==> config.mk <==
export PLATFORM = sky130hd
export DESIGN_NAME = event_interest_table
export DESIGN_NICKNAME = d
export VERILOG_FILES = /design/src/hdl/eit_pkg.sv /design/src/hdl/eit_cell.sv /design/src/hdl/eit_ctrl.sv /design/src/hdl/event_interest_table.sv
export VERILOG_INCLUDE_DIRS = /design/src /design/src/hdl
export SDC_FILE = /design/constraint.sdc
export NUM_CORES = 1
export LEC_CHECK = 0
export BUFFER_PORTS_ARGS = -buffer_cell sky130_fd_sc_hd__buf_4
export CAP_MARGIN = 20
export CORE_MARGIN = 2
export CORE_UTILIZATION = 35
export CTS_CLUSTER_SIZE = 14
export DETAILED_ROUTE_END_ITERATION = 16
export PLACE_DENSITY = 0.55
export SYNTH_ARGS = -nofsm -noshare
export SYNTH_HDL_FRONTEND = slang
export SYNTH_HIERARCHICAL = 1
export SYNTH_SLANG_ARGS = --single-unit
==> constraint.sdc <==
create_clock -name clock -period 8.2 [get_ports clock]
set_input_delay 0.41 -clock clock [delete_from_list [all_inputs] [get_ports clock]]
set_output_delay 0.41 -clock clock [all_outputs]
set_load 0.01 [all_outputs]
==> src/hdl/assert_macros.svh <==
// Assertion macros used by the event interest table controller.
// Each macro expands to one labeled concurrent assertion with a clock and a reset.
`ifndef ASSERT_MACROS_SVH
`define ASSERT_MACROS_SVH

// The property must hold at every clock edge outside reset.
`define EIT_ASSERT(label, clk, rst, prop, msg) \
   label: assert property (@(posedge clk) disable iff (rst) prop) else $error(msg);

// The expression must never be true at a clock edge outside reset.
`define EIT_NEVER(label, clk, rst, expr, msg) \
   `EIT_ASSERT(label, clk, rst, !(expr), msg)

`endif

==> src/hdl/eit_pkg.sv <==
// ---------------------------------------------------------------------------
// eit_pkg: shared definitions for the event interest table
// Field widths, operation and status codes, and the structs that travel
// between the controller and the row of table cells.
// ---------------------------------------------------------------------------
`timescale 1ns / 1ps
`default_nettype none

package eit_pkg;

   localparam int WATCH_CAP_DEF = 16;
   localparam int FD_COUNT      = 64;

   localparam int CMD_W    = 2;
   localparam int FD_W     = 6;
   localparam int MASK_W   = 32;
   localparam int TAG_W    = 64;
   localparam int STATUS_W = 2;
   localparam int SLOT_W   = 4;

   localparam logic [CMD_W-1:0] CMD_ADD = 2'd1;
   localparam logic [CMD_W-1:0] CMD_DEL = 2'd2;
   localparam logic [CMD_W-1:0] CMD_MOD = 2'd3;

   localparam logic [STATUS_W-1:0] STS_OK    = 2'd0;
   localparam logic [STATUS_W-1:0] STS_BADFD = 2'd1;
   localparam logic [STATUS_W-1:0] STS_INVAL = 2'd2;
   localparam logic [STATUS_W-1:0] STS_FULL  = 2'd3;

   // Search state handed from one cell to the next.
   typedef struct packed {
      logic found;
      logic have_free;
   } probe_type;

   // Write-back command broadcast to every cell.
   typedef struct packed {
      logic write;
      logic clear;
   } wcmd_type;

endpackage

`default_nettype wire

==> src/hdl/eit_cell.sv <==
// ---------------------------------------------------------------------------
// eit_cell: one entry of the event interest table
// Holds one watch entry, checks it against the descriptor under search and
// passes the registered search state on to the next cell.
// ---------------------------------------------------------------------------
`timescale 1ns / 1ps
`default_nettype none

module eit_cell import eit_pkg::*; #(
   parameter int IDX_W = 4,
   parameter int INDEX = 0
) (
   input  wire logic              clock,
   input  wire logic              reset,
   input  wire logic [FD_W-1:0]   bus_fd,
   input  wire logic [MASK_W-1:0] bus_mask,
   input  wire logic [TAG_W-1:0]  bus_tag,
   input  wire wcmd_type          wcmd,
   input  wire logic [IDX_W-1:0]  wslot,
   input  wire probe_type         probe_in,
   input  wire logic [IDX_W-1:0]  hit_in,
   input  wire logic [IDX_W-1:0]  free_in,
   output probe_type              probe_out,
   output logic      [IDX_W-1:0]  hit_out,
   output logic      [IDX_W-1:0]  free_out
);

   localparam logic [IDX_W-1:0] MY_IDX = IDX_W'(INDEX);

   logic              used_ff, used_in;
   logic [FD_W-1:0]   fd_ff, fd_in;
   logic [MASK_W-1:0] mask_ff, mask_in;
   logic [TAG_W-1:0]  tag_ff, tag_in;
   probe_type         probe_ff, probe_nx_in;
   logic [IDX_W-1:0]  hit_ff, hit_nx_in;
   logic [IDX_W-1:0]  free_ff, free_nx_in;
   logic              match;
   logic              selected;

   assign match    = used_ff && (fd_ff == bus_fd);
   assign selected = (wslot == MY_IDX);

   always_comb begin
      probe_nx_in.found     = probe_in.found | match;
      probe_nx_in.have_free = probe_in.have_free | !used_ff;
      hit_nx_in             = (!probe_in.found && match) ? MY_IDX : hit_in;
      free_nx_in            = (!probe_in.have_free && !used_ff) ? MY_IDX : free_in;

      used_in = used_ff;
      fd_in   = fd_ff;
      mask_in = mask_ff;
      tag_in  = tag_ff;
      if (selected && wcmd.write) begin
         used_in = 1'b1;
         fd_in   = bus_fd;
         mask_in = bus_mask;
         tag_in  = bus_tag;
      end else if (selected && wcmd.clear) begin
         used_in = 1'b0;
         fd_in   = '0;
         mask_in = '0;
         tag_in  = '0;
      end
   end

   always_ff @(posedge clock) begin
      if (reset) begin
         used_ff  <= 1'b0;
         fd_ff    <= '0;
         mask_ff  <= '0;
         tag_ff   <= '0;
         probe_ff <= '0;
      end else begin
         used_ff  <= used_in;
         fd_ff    <= fd_in;
         mask_ff  <= mask_in;
         tag_ff   <= tag_in;
         probe_ff <= probe_nx_in;
      end
      hit_ff  <= hit_nx_in;
      free_ff <= free_nx_in;
   end

   assign probe_out = probe_ff;
   assign hit_out   = hit_ff;
   assign free_out  = free_ff;

endmodule

`default_nettype wire

==> src/hdl/eit_ctrl.sv <==
// ---------------------------------------------------------------------------
// eit_ctrl: request sequencer for the event interest table
// Takes a request, runs the search down the cell row, decides the outcome,
// issues the write-back and holds the response until it is taken.
// ---------------------------------------------------------------------------
`timescale 1ns / 1ps
`default_nettype none

`include "assert_macros.svh"

module eit_ctrl import eit_pkg::*; #(
   parameter int WATCH_CAP = WATCH_CAP_DEF,
   parameter int IDX_W     = 4
) (
   input  wire logic                clock,
   input  wire logic                reset,
   input  wire logic                req_valid,
   output logic                     req_ready,
   input  wire logic [CMD_W-1:0]    req_cmd,
   input  wire logic                req_handles_valid,
   input  wire logic [FD_W-1:0]     req_target_fd,
   input  wire logic [MASK_W-1:0]   req_event_mask,
   input  wire logic [TAG_W-1:0]    req_user_tag,
   output logic                     rsp_valid,
   input  wire logic                rsp_ready,
   output logic      [STATUS_W-1:0] rsp_status,
   output logic      [SLOT_W-1:0]   rsp_slot_index,
   input  wire probe_type           end_probe,
   input  wire logic [IDX_W-1:0]    end_hit,
   input  wire logic [IDX_W-1:0]    end_free,
   output logic      [FD_W-1:0]     bus_fd,
   output logic      [MASK_W-1:0]   bus_mask,
   output logic      [TAG_W-1:0]    bus_tag,
   output wcmd_type                 wcmd,
   output logic      [IDX_W-1:0]    wslot
);

   localparam logic [IDX_W-1:0] LAST_CNT = IDX_W'(WATCH_CAP - 1);

   typedef enum logic [1:0] {
      S_IDLE,
      S_SCAN,
      S_DECIDE,
      S_RESP
   } state_type;

   state_type           state_ff, state_in;
   logic [IDX_W-1:0]    cnt_ff, cnt_in;
   logic [CMD_W-1:0]    cmd_ff, cmd_in;
   logic [FD_W-1:0]     fd_ff, fd_in;
   logic [MASK_W-1:0]   mask_ff, mask_in;
   logic [TAG_W-1:0]    tag_ff, tag_in;
   logic                rsp_valid_ff, rsp_valid_in;
   logic [STATUS_W-1:0] status_ff, status_in;
   logic [SLOT_W-1:0]   slot_ff, slot_in;
   wcmd_type            wcmd_ff, wcmd_in;
   logic [IDX_W-1:0]    wslot_ff, wslot_in;

   always_comb begin
      state_in     = state_ff;
      cnt_in       = cnt_ff;
      cmd_in       = cmd_ff;
      fd_in        = fd_ff;
      mask_in      = mask_ff;
      tag_in       = tag_ff;
      rsp_valid_in = rsp_valid_ff;
      status_in    = status_ff;
      slot_in      = slot_ff;
      wcmd_in      = '0;
      wslot_in     = wslot_ff;

      case (state_ff)
         S_IDLE: begin
            if (req_valid) begin
               cmd_in  = req_cmd;
               fd_in   = req_target_fd;
               mask_in = req_event_mask;
               tag_in  = req_user_tag;
               cnt_in  = '0;
               if (!req_handles_valid || (32'(req_target_fd) >= FD_COUNT)) begin
                  status_in    = STS_BADFD;
                  slot_in      = '0;
                  rsp_valid_in = 1'b1;
                  state_in     = S_RESP;
               end else begin
                  state_in = S_SCAN;
               end
            end
         end
         S_SCAN: begin
            cnt_in = cnt_ff + 1'b1;
            if (cnt_ff == LAST_CNT) begin
               state_in = S_DECIDE;
            end
         end
         S_DECIDE: begin
            status_in    = STS_OK;
            slot_in      = '0;
            rsp_valid_in = 1'b1;
            state_in     = S_RESP;
            if (end_probe.found) begin
               if (cmd_ff == CMD_DEL) begin
                  wcmd_in.clear = 1'b1;
                  wslot_in      = end_hit;
                  slot_in       = SLOT_W'(end_hit);
               end else if (cmd_ff inside {CMD_ADD, CMD_MOD}) begin
                  wcmd_in.write = 1'b1;
                  wslot_in      = end_hit;
                  slot_in       = SLOT_W'(end_hit);
               end else begin
                  status_in = STS_INVAL;
               end
            end else if (cmd_ff == CMD_DEL) begin
               status_in = STS_BADFD;
            end else if (!(cmd_ff inside {CMD_ADD, CMD_MOD})) begin
               status_in = STS_INVAL;
            end else if (!end_probe.have_free) begin
               status_in = STS_FULL;
            end else begin
               wcmd_in.write = 1'b1;
               wslot_in      = end_free;
               slot_in       = SLOT_W'(end_free);
            end
         end
         S_RESP: begin
            if (rsp_ready) begin
               rsp_valid_in = 1'b0;
               state_in     = S_IDLE;
            end
         end
         default: begin
            state_in = S_IDLE;
         end
      endcase
   end

   always_ff @(posedge clock) begin
      if (reset) begin
         state_ff     <= S_IDLE;
         cnt_ff       <= '0;
         rsp_valid_ff <= 1'b0;
         wcmd_ff      <= '0;
      end else begin
         state_ff     <= state_in;
         cnt_ff       <= cnt_in;
         rsp_valid_ff <= rsp_valid_in;
         wcmd_ff      <= wcmd_in;
      end
      cmd_ff    <= cmd_in;
      fd_ff     <= fd_in;
      mask_ff   <= mask_in;
      tag_ff    <= tag_in;
      status_ff <= status_in;
      slot_ff   <= slot_in;
      wslot_ff  <= wslot_in;
   end

   assign req_ready      = (state_ff == S_IDLE);
   assign rsp_valid      = rsp_valid_ff;
   assign rsp_status     = status_ff;
   assign rsp_slot_index = slot_ff;
   assign bus_fd         = fd_ff;
   assign bus_mask       = mask_ff;
   assign bus_tag        = tag_ff;
   assign wcmd           = wcmd_ff;
   assign wslot          = wslot_ff;

   `EIT_NEVER(wcmd_exclusive, clock, reset, wcmd_ff.write && wcmd_ff.clear, "write and clear together")
   `EIT_ASSERT(wcmd_with_ok, clock, reset, (wcmd_ff.write || wcmd_ff.clear) |-> (rsp_valid_ff && (status_ff == STS_OK)), "write-back without an ok response")
   `EIT_ASSERT(wcmd_single, clock, reset, (wcmd_ff.write || wcmd_ff.clear) |=> !(wcmd_ff.write || wcmd_ff.clear), "write-back held for more than one cycle")
   `EIT_ASSERT(slot_zero_on_error, clock, reset, (rsp_valid_ff && (status_ff != STS_OK)) |-> (slot_ff == '0), "nonzero slot on an error response")
   `EIT_NEVER(ready_while_busy, clock, reset, req_ready && rsp_valid_ff, "request taken while a response is pending")

endmodule

`default_nettype wire

==> src/hdl/event_interest_table.sv <==
// ---------------------------------------------------------------------------
// event_interest_table: watch table for descriptor interest requests
// A request names add, delete or modify on one descriptor. The block searches
// its table for that descriptor, updates the entry or claims the lowest free
// slot, and returns a status and the slot touched.
//
// Both channels use valid and ready. One request is in flight at a time:
// req_ready is high only while the block is idle. A request with valid
// handles is searched through the row of WATCH_CAP cells, one cell per cycle;
// the block then decides the outcome and shows the response, and it takes
// the next request once that response has been taken and it is idle again.
// A request with invalid handles skips the search and answers in the cycle
// after it is accepted. The entry write happens in the first cycle the
// response is shown. If the receiver stalls, the response is held and no
// new request is accepted. Reset empties the table at once and drops any
// pending response.
// ---------------------------------------------------------------------------
`timescale 1ns / 1ps
`default_nettype none

module event_interest_table import eit_pkg::*; #(
   parameter int WATCH_CAP = WATCH_CAP_DEF
) (
   input  wire logic                clock,
   input  wire logic                reset,
   input  wire logic                req_valid,
   output logic                     req_ready,
   input  wire logic [CMD_W-1:0]    req_cmd,
   input  wire logic                req_handles_valid,
   input  wire logic [FD_W-1:0]     req_target_fd,
   input  wire logic [MASK_W-1:0]   req_event_mask,
   input  wire logic [TAG_W-1:0]    req_user_tag,
   output logic                     rsp_valid,
   input  wire logic                rsp_ready,
   output logic      [STATUS_W-1:0] rsp_status,
   output logic      [SLOT_W-1:0]   rsp_slot_index
);

   localparam int IDX_W = (WATCH_CAP > 1) ? $clog2(WATCH_CAP) : 1;

   probe_type          probe_chain [0:WATCH_CAP];
   logic [IDX_W-1:0]   hit_chain   [0:WATCH_CAP];
   logic [IDX_W-1:0]   free_chain  [0:WATCH_CAP];
   logic [FD_W-1:0]    bus_fd;
   logic [MASK_W-1:0]  bus_mask;
   logic [TAG_W-1:0]   bus_tag;
   wcmd_type           wcmd;
   logic [IDX_W-1:0]   wslot;

   assign probe_chain[0] = '0;
   assign hit_chain[0]   = '0;
   assign free_chain[0]  = '0;

   eit_ctrl #(
      .WATCH_CAP (WATCH_CAP),
      .IDX_W     (IDX_W)
   ) u_ctrl (
      .clock             (clock),
      .reset             (reset),
      .req_valid         (req_valid),
      .req_ready         (req_ready),
      .req_cmd           (req_cmd),
      .req_handles_valid (req_handles_valid),
      .req_target_fd     (req_target_fd),
      .req_event_mask    (req_event_mask),
      .req_user_tag      (req_user_tag),
      .rsp_valid         (rsp_valid),
      .rsp_ready         (rsp_ready),
      .rsp_status        (rsp_status),
      .rsp_slot_index    (rsp_slot_index),
      .end_probe         (probe_chain[WATCH_CAP]),
      .end_hit           (hit_chain[WATCH_CAP]),
      .end_free          (free_chain[WATCH_CAP]),
      .bus_fd            (bus_fd),
      .bus_mask          (bus_mask),
      .bus_tag           (bus_tag),
      .wcmd              (wcmd),
      .wslot             (wslot)
   );

   for (genvar i = 0; i < WATCH_CAP; i++) begin : g_cell
      eit_cell #(
         .IDX_W (IDX_W),
         .INDEX (i)
      ) u_cell (
         .clock     (clock),
         .reset     (reset),
         .bus_fd    (bus_fd),
         .bus_mask  (bus_mask),
         .bus_tag   (bus_tag),
         .wcmd      (wcmd),
         .wslot     (wslot),
         .probe_in  (probe_chain[i]),
         .hit_in    (hit_chain[i]),
         .free_in   (free_chain[i]),
         .probe_out (probe_chain[i+1]),
         .hit_out   (hit_chain[i+1]),
         .free_out  (free_chain[i+1])
      );
   end

endmodule

`default_nettype wire
======== Word level (Yosys, flattened, before mapping) ========
Index checks and enable logic that the tools add are counted.
word-level totals
  register bits ........................... 291
  input bits .............................. 109
  output and inout port bits .............. 8
  logic and storage cells ................. 444
cells by class
  bitwise gates (word level) .............. 32
  mux-type cells .......................... 108
  reduce and logical (&&, ||, !) cells .... 156
  $add $sub $neg .......................... 1
  equal/unequal tests ..................... 43
operators by type and width
  cell                                                    count
  two-way mux 6 bit                                       32
  equality test 6 bit                                     16
  logical AND 1 bit                                       78
  two-way mux 4 bit                                       15
  zero test 1 bit                                         46
  two-way mux 1 bit                                       44
  nonzero test 2 bit                                      21
  equality test 4 bit (second input constant)             9
  bitwise OR 1 bit                                        30
  two-way mux 2 bit                                       12
  equality test 4 x 3 -> 1 bit (second input constant)    4
  one-hot mux 4 bit (2 select lines)                      2
  equality test 2 bit (second input constant)             4
  equality test 4 x 2 -> 1 bit (second input constant)    2
  one-hot mux 2 bit (4 select lines)                      1
  AND reduction 4 bit                                     2
  inequality test 2 bit (second input constant)           3
  AND reduction 3 bit                                     2
  adder 4 x 1 -> 4 bit (second input constant)            1
  equality test 2 x 1 -> 1 bit (second input constant)    2
  equality test 4 x 1 -> 1 bit (second input constant)    1
  zero test 4 bit                                         1
  inequality test 2 x 1 -> 1 bit (second input constant)  2
  one-hot mux 2 bit (2 select lines)                      1
  7 further kinds                                         9

======== Depth between registers and ports, before layout ========
  depth in word-level cells ............... 6
  mapped depth ............................ 6
  mapped depth without buffers ............ 6

======== Hierarchy ========
The synthesis kept the hierarchy.
by module, submodules not included
  module                            sequential area each (um^2)  cells an instance  instances  area an instance (um^2)
  eit_ctrl                          3603.5                       209                1          4131.5
  eit_cell (g_cell[10].u_cell ...)  340.3                        69                 6          656.9
  eit_cell (g_cell[1].u_cell ...)   340.3                        68                 4          671.9
  eit_cell (g_cell[11].u_cell ...)  340.3                        69                 4          658.1
  eit_cell (g_cell[0].u_cell)       340.3                        68                 1          664.4
  eit_cell (g_cell[15].u_cell)      340.3                        69                 1          649.4
  event_interest_table              0.0                          1                  1          3.8

======== Worst setup path before layout ========
OpenSTA, ideal clock, no wires.
  path kind ............................... reg2reg
  start ................................... register u_ctrl.state_ff[0]
  end ..................................... register u_ctrl.fd_ff[0], in the netlist u_ctrl/bus_fd[0], enable pin
  library setup time ...................... 475 ps
  clock period less this slack ............ 3474 ps
  path buffers ............................ 0
  data required time ...................... 7725 ps
  data arrival time ....................... 2999 ps
  setup slack ............................. 4726 ps
  stages on the path, launching flop included .. 4
  cells stage by stage .................... dfxtp_1 > inv_1 > ha_1 > and2_1
on the way
  word-level cells in the longest chain between the ends .. 2
RTL lines
  item                                  RTL line         RTL
  start, declared                       eit_ctrl.sv:47   state_type state_ff, state_in;
  start signal, assigned                eit_ctrl.sv:144  state_ff <= state_in;
  zero test 2 bit                       eit_ctrl.sv:72   case (state_ff)
  AND reduction 2 bit (no source line)  n/a
  end signal, assigned                  eit_ctrl.sv:150  fd_ff <= fd_in;
  end, declared                         eit_ctrl.sv:50   logic [FD_W-1:0] fd_ff, fd_in;
No other way between the ends.
A chain may end at the register's enable or synchronous reset.

======== Worst setup path after layout ========
  start ................................... register u_ctrl.wcmd_ff, in the netlist u_ctrl/wcmd[1]
  end ..................................... register g_cell[14].u_cell.fd_ff[3]
on the way
  word-level cells in the longest chain between the ends .. 2
  elaborated cells on any way between the ends .. 3
  those cells by class .................... mux (1); reduce/logical (2)
RTL lines
  item                                                            RTL line         RTL
  start, declared                                                 eit_ctrl.sv:56   wcmd_type wcmd_ff, wcmd_in;
  start signal, assigned                                          eit_ctrl.sv:147  wcmd_ff <= wcmd_in;
  logical AND 1 bit (*)                                           eit_cell.sv:53   if (selected && wcmd.write) begin
  two-way mux 6 bit / nonzero test 2 bit (equally long branches)  n/a
  end signal, assigned                                            eit_cell.sv:75   fd_ff <= fd_in;
  end, declared                                                   eit_cell.sv:31   logic [FD_W-1:0] fd_ff, fd_in;
Every way passes the cells marked *; elsewhere a longest branch is shown, timed or not.

==> summary.md <==
| Metric | Value |
|---|---|
| Max cap viols | `0` |
| Critical setup path kind | `reg2reg` |
| CTS Hold Bufs | `0` |
| Fin crit share | `0.271` |
| Final setup vio count | `0` |
| Clock Latency Late Sink | `0.51 ns` |
| Crit path cell chain | `buf_4 -> nor2_2 -> o21ai_0 -> a21oi_1` |
| Final wirelength | `25.5 mm` |
| CP max FO | `70` |
| Vias in the first global route | `8,316` |
| Port bufs | `20` |
| First-pass GRT wire length | `42.6 mm` |
| Worst Skew | `0.0182 ns` |
| Clk sinks | `299` |
| Number of setup buffers added after CTS | `0` |
| Row count | `67` |
| Area of the multi-input gates | `5220 sq um` |
| Avg Vias per Cell | `5.00` |
| FMAX | `450 MHz` |
| Final global-route overflow total | `0` |
| CTS HTree Levels | `2` |
| Detail Route Antenna Nets | `0` |
| Required @ worst endpoint | `8.57 ns` |
| Yosys warning count | `6` |
| Post-CTS resize count | `0` |
| Total chip power | `3610 uW` |
| Final Critical Period | `2.22 ns` |
| CTS tree | `built` |
| RSZ-0062 raised after global routing | `no` |
| Core Region | `33,400 sq um` |
| Post-route DRC | `0` |
| Mapped Area | `11,800 sq um` |
| Crit-path max cell delay | `0.88 ns` |
| ANT cells | `0` |
| Initial antenna violation count | `0` |
| Sum Neg Setup Slack | `0 ns` |
| Seq. cell area | `6170 sq um` |
| Gate Count Post-Synth | `1,213` |
| Final Hold Fails | `0` |
| Wire per inst | `14.9 microns` |
| Routed via count | `8,583` |
| Bufs on Longest Clock Path | `3` |
| Avg Cell Area, Syn | `9.75 sq um` |
| DIE AREA | `35,300 sq um` |
| Final slew viol count | `0` |
| Largest net degree at the start of global routing | `71` |
| Share of post-route cells with drive strength above 1 | `0.126` |
| Worst path bufs/invs | `1` |
| CTS root buf | `clkbuf_16` |
| Clock-pin slew on the worst setup and hold paths | `0.06 ns` |
| Synth-to-Final Area Change | `15.0%` |
| Total CTS buffers | `34` |
| Initial drt markers | `558` |
| HP Class | `in2reg` |
| Placer Congestion | `0.744` |
| Hpwl dp | `15.2 mm` |
| # fillers | `3,297` |
| First-pass detailed-route iteration total | `5` |
| Slowest stage cell, crit path | `dfxtp_4` |
| Slew of the pin with the lowest slew margin | `1.12 ns` |
| GRT Total Usage | `0.145` |
| CP Capture Type | `flop` |
| Startpoint types | `flop` |
| Die width | `188 microns` |
| CP delay by family, top | `flip-flops` |
| Die height | `188 microns` |
| PwrDens | `266 nW/um^2` |
| Slew headroom | `0.257` |
| VDD IR max | `0.000147 V` |
| I/O pin cnt | `117` |
| Final nets | `1,362` |
| Initial Util | `0.354` |
| Critical Path AT | `2.59 ns` |
| Static Leakage | `0.00477 uW` |
| Outcome | `finished clean` |
[worst reg2reg max path, cell delays in order, from the launching register on]
cell and delay [ns]:
dfxtp_4 0.88, buf_4 0.69, nor2_2 0.20, o21ai_0 0.24, a21oi_1 0.08
[area by class of cell]
type	count	area share
clock buffers	47	0.0729
clock inverters	13	0.0145
repair buffers	33	0.0182
flip-flops and latches	299	0.454
well taps	448	0.0412
multi-input cells	821	0.384
inverters	57	0.0157
[state kept, by name, indices dropped and copies added (netlist names)]
name                     count
g_cell.u_cell/fd_ff         96
g_cell.u_cell/free_out      64
g_cell.u_cell/hit_out       64
g_cell.u_cell/probe_out     32
g_cell.u_cell/used_ff       16
u_ctrl/bus_fd                6
u_ctrl/cnt_ff                4
u_ctrl/rsp_slot_index        4
u_ctrl/wslot                 4
u_ctrl/cmd_ff                2
u_ctrl/rsp_status            2
u_ctrl/state_ff              2
u_ctrl/wcmd                  2
u_ctrl/rsp_valid             1
[routing by layer]
| metal | part of all wire | global-route usage |
|---|---|---|
| met5 | 0 | 0 |
| met3 | 0.043 | 0.0262 |
| met4 | 0.021 | 0.0494 |
| met2 | 0.46 | 0.234 |
| met1 | 0.47 | 0.196 |
[final timing paths]
path	startpoint	cells past startpoint	to	slack, ns
max	u_ctrl/wcmd[1]$_SDFF_PP0_	4	g_cell[14].u_cell/fd_ff[3]$_SDFFE_PP0P_	5.98
min	req_target_fd[1]	1	u_ctrl/bus_fd[1]$_DFFE_PP_	0.08
max reg2reg	u_ctrl/wcmd[1]$_SDFF_PP0_	4	g_cell[14].u_cell/fd_ff[3]$_SDFFE_PP0P_	5.98
min reg2reg	g_cell[7].u_cell/hit_out[3]$_SDFF_PP0_	1	g_cell[8].u_cell/hit_out[3]$_SDFF_PP1_	0.40
[power by group]
part	total [uW]	internal, uW	switching, uW	leakage (uW)
Combinational	453	158	295	0.00170
Sequential	1580	1540	34.7	0.00248
Clock	1580	1000	583	0.000590
[through the flow]
step                instance area (sq um)  std cells  utilization  hold slack [ns]  worst slack [ns]
finish                              13600       1718        0.408           0.0842              5.98
floorplan                           11900       1224            -            0.382              6.36
CTS                                 13600       1718        0.408           0.0634              6.01
detailed placement                  12400       1658        0.372            0.394              6.01
global placement                    12400       1658        0.372            0.394              6.04
global route                        13600       1718        0.408           0.0641              5.81
[cell usage in the layout, fill, tap and decap left out, types with 8 or more instances in the layout]
cell type and instances:
dfxtp_1 279, a21oi_1 133, nor2_2 16, nand2_1 27, nor3_1 8, nor2b_1 55
xnor2_1 70, xor2_1 26, a21boi_0 16, o21bai_1 28, or2_2 32, nand3_1 107
o21a_1 16, inv_1 56, o22ai_1 11, o21ai_1 93, conb_1 12, nor2_1 34
buf_4 33, nand4_1 23, o21ai_0 27, clkbuf_16 35, edfxtp_1 18
No activity file was read; power rests on OpenSTA's default activity.
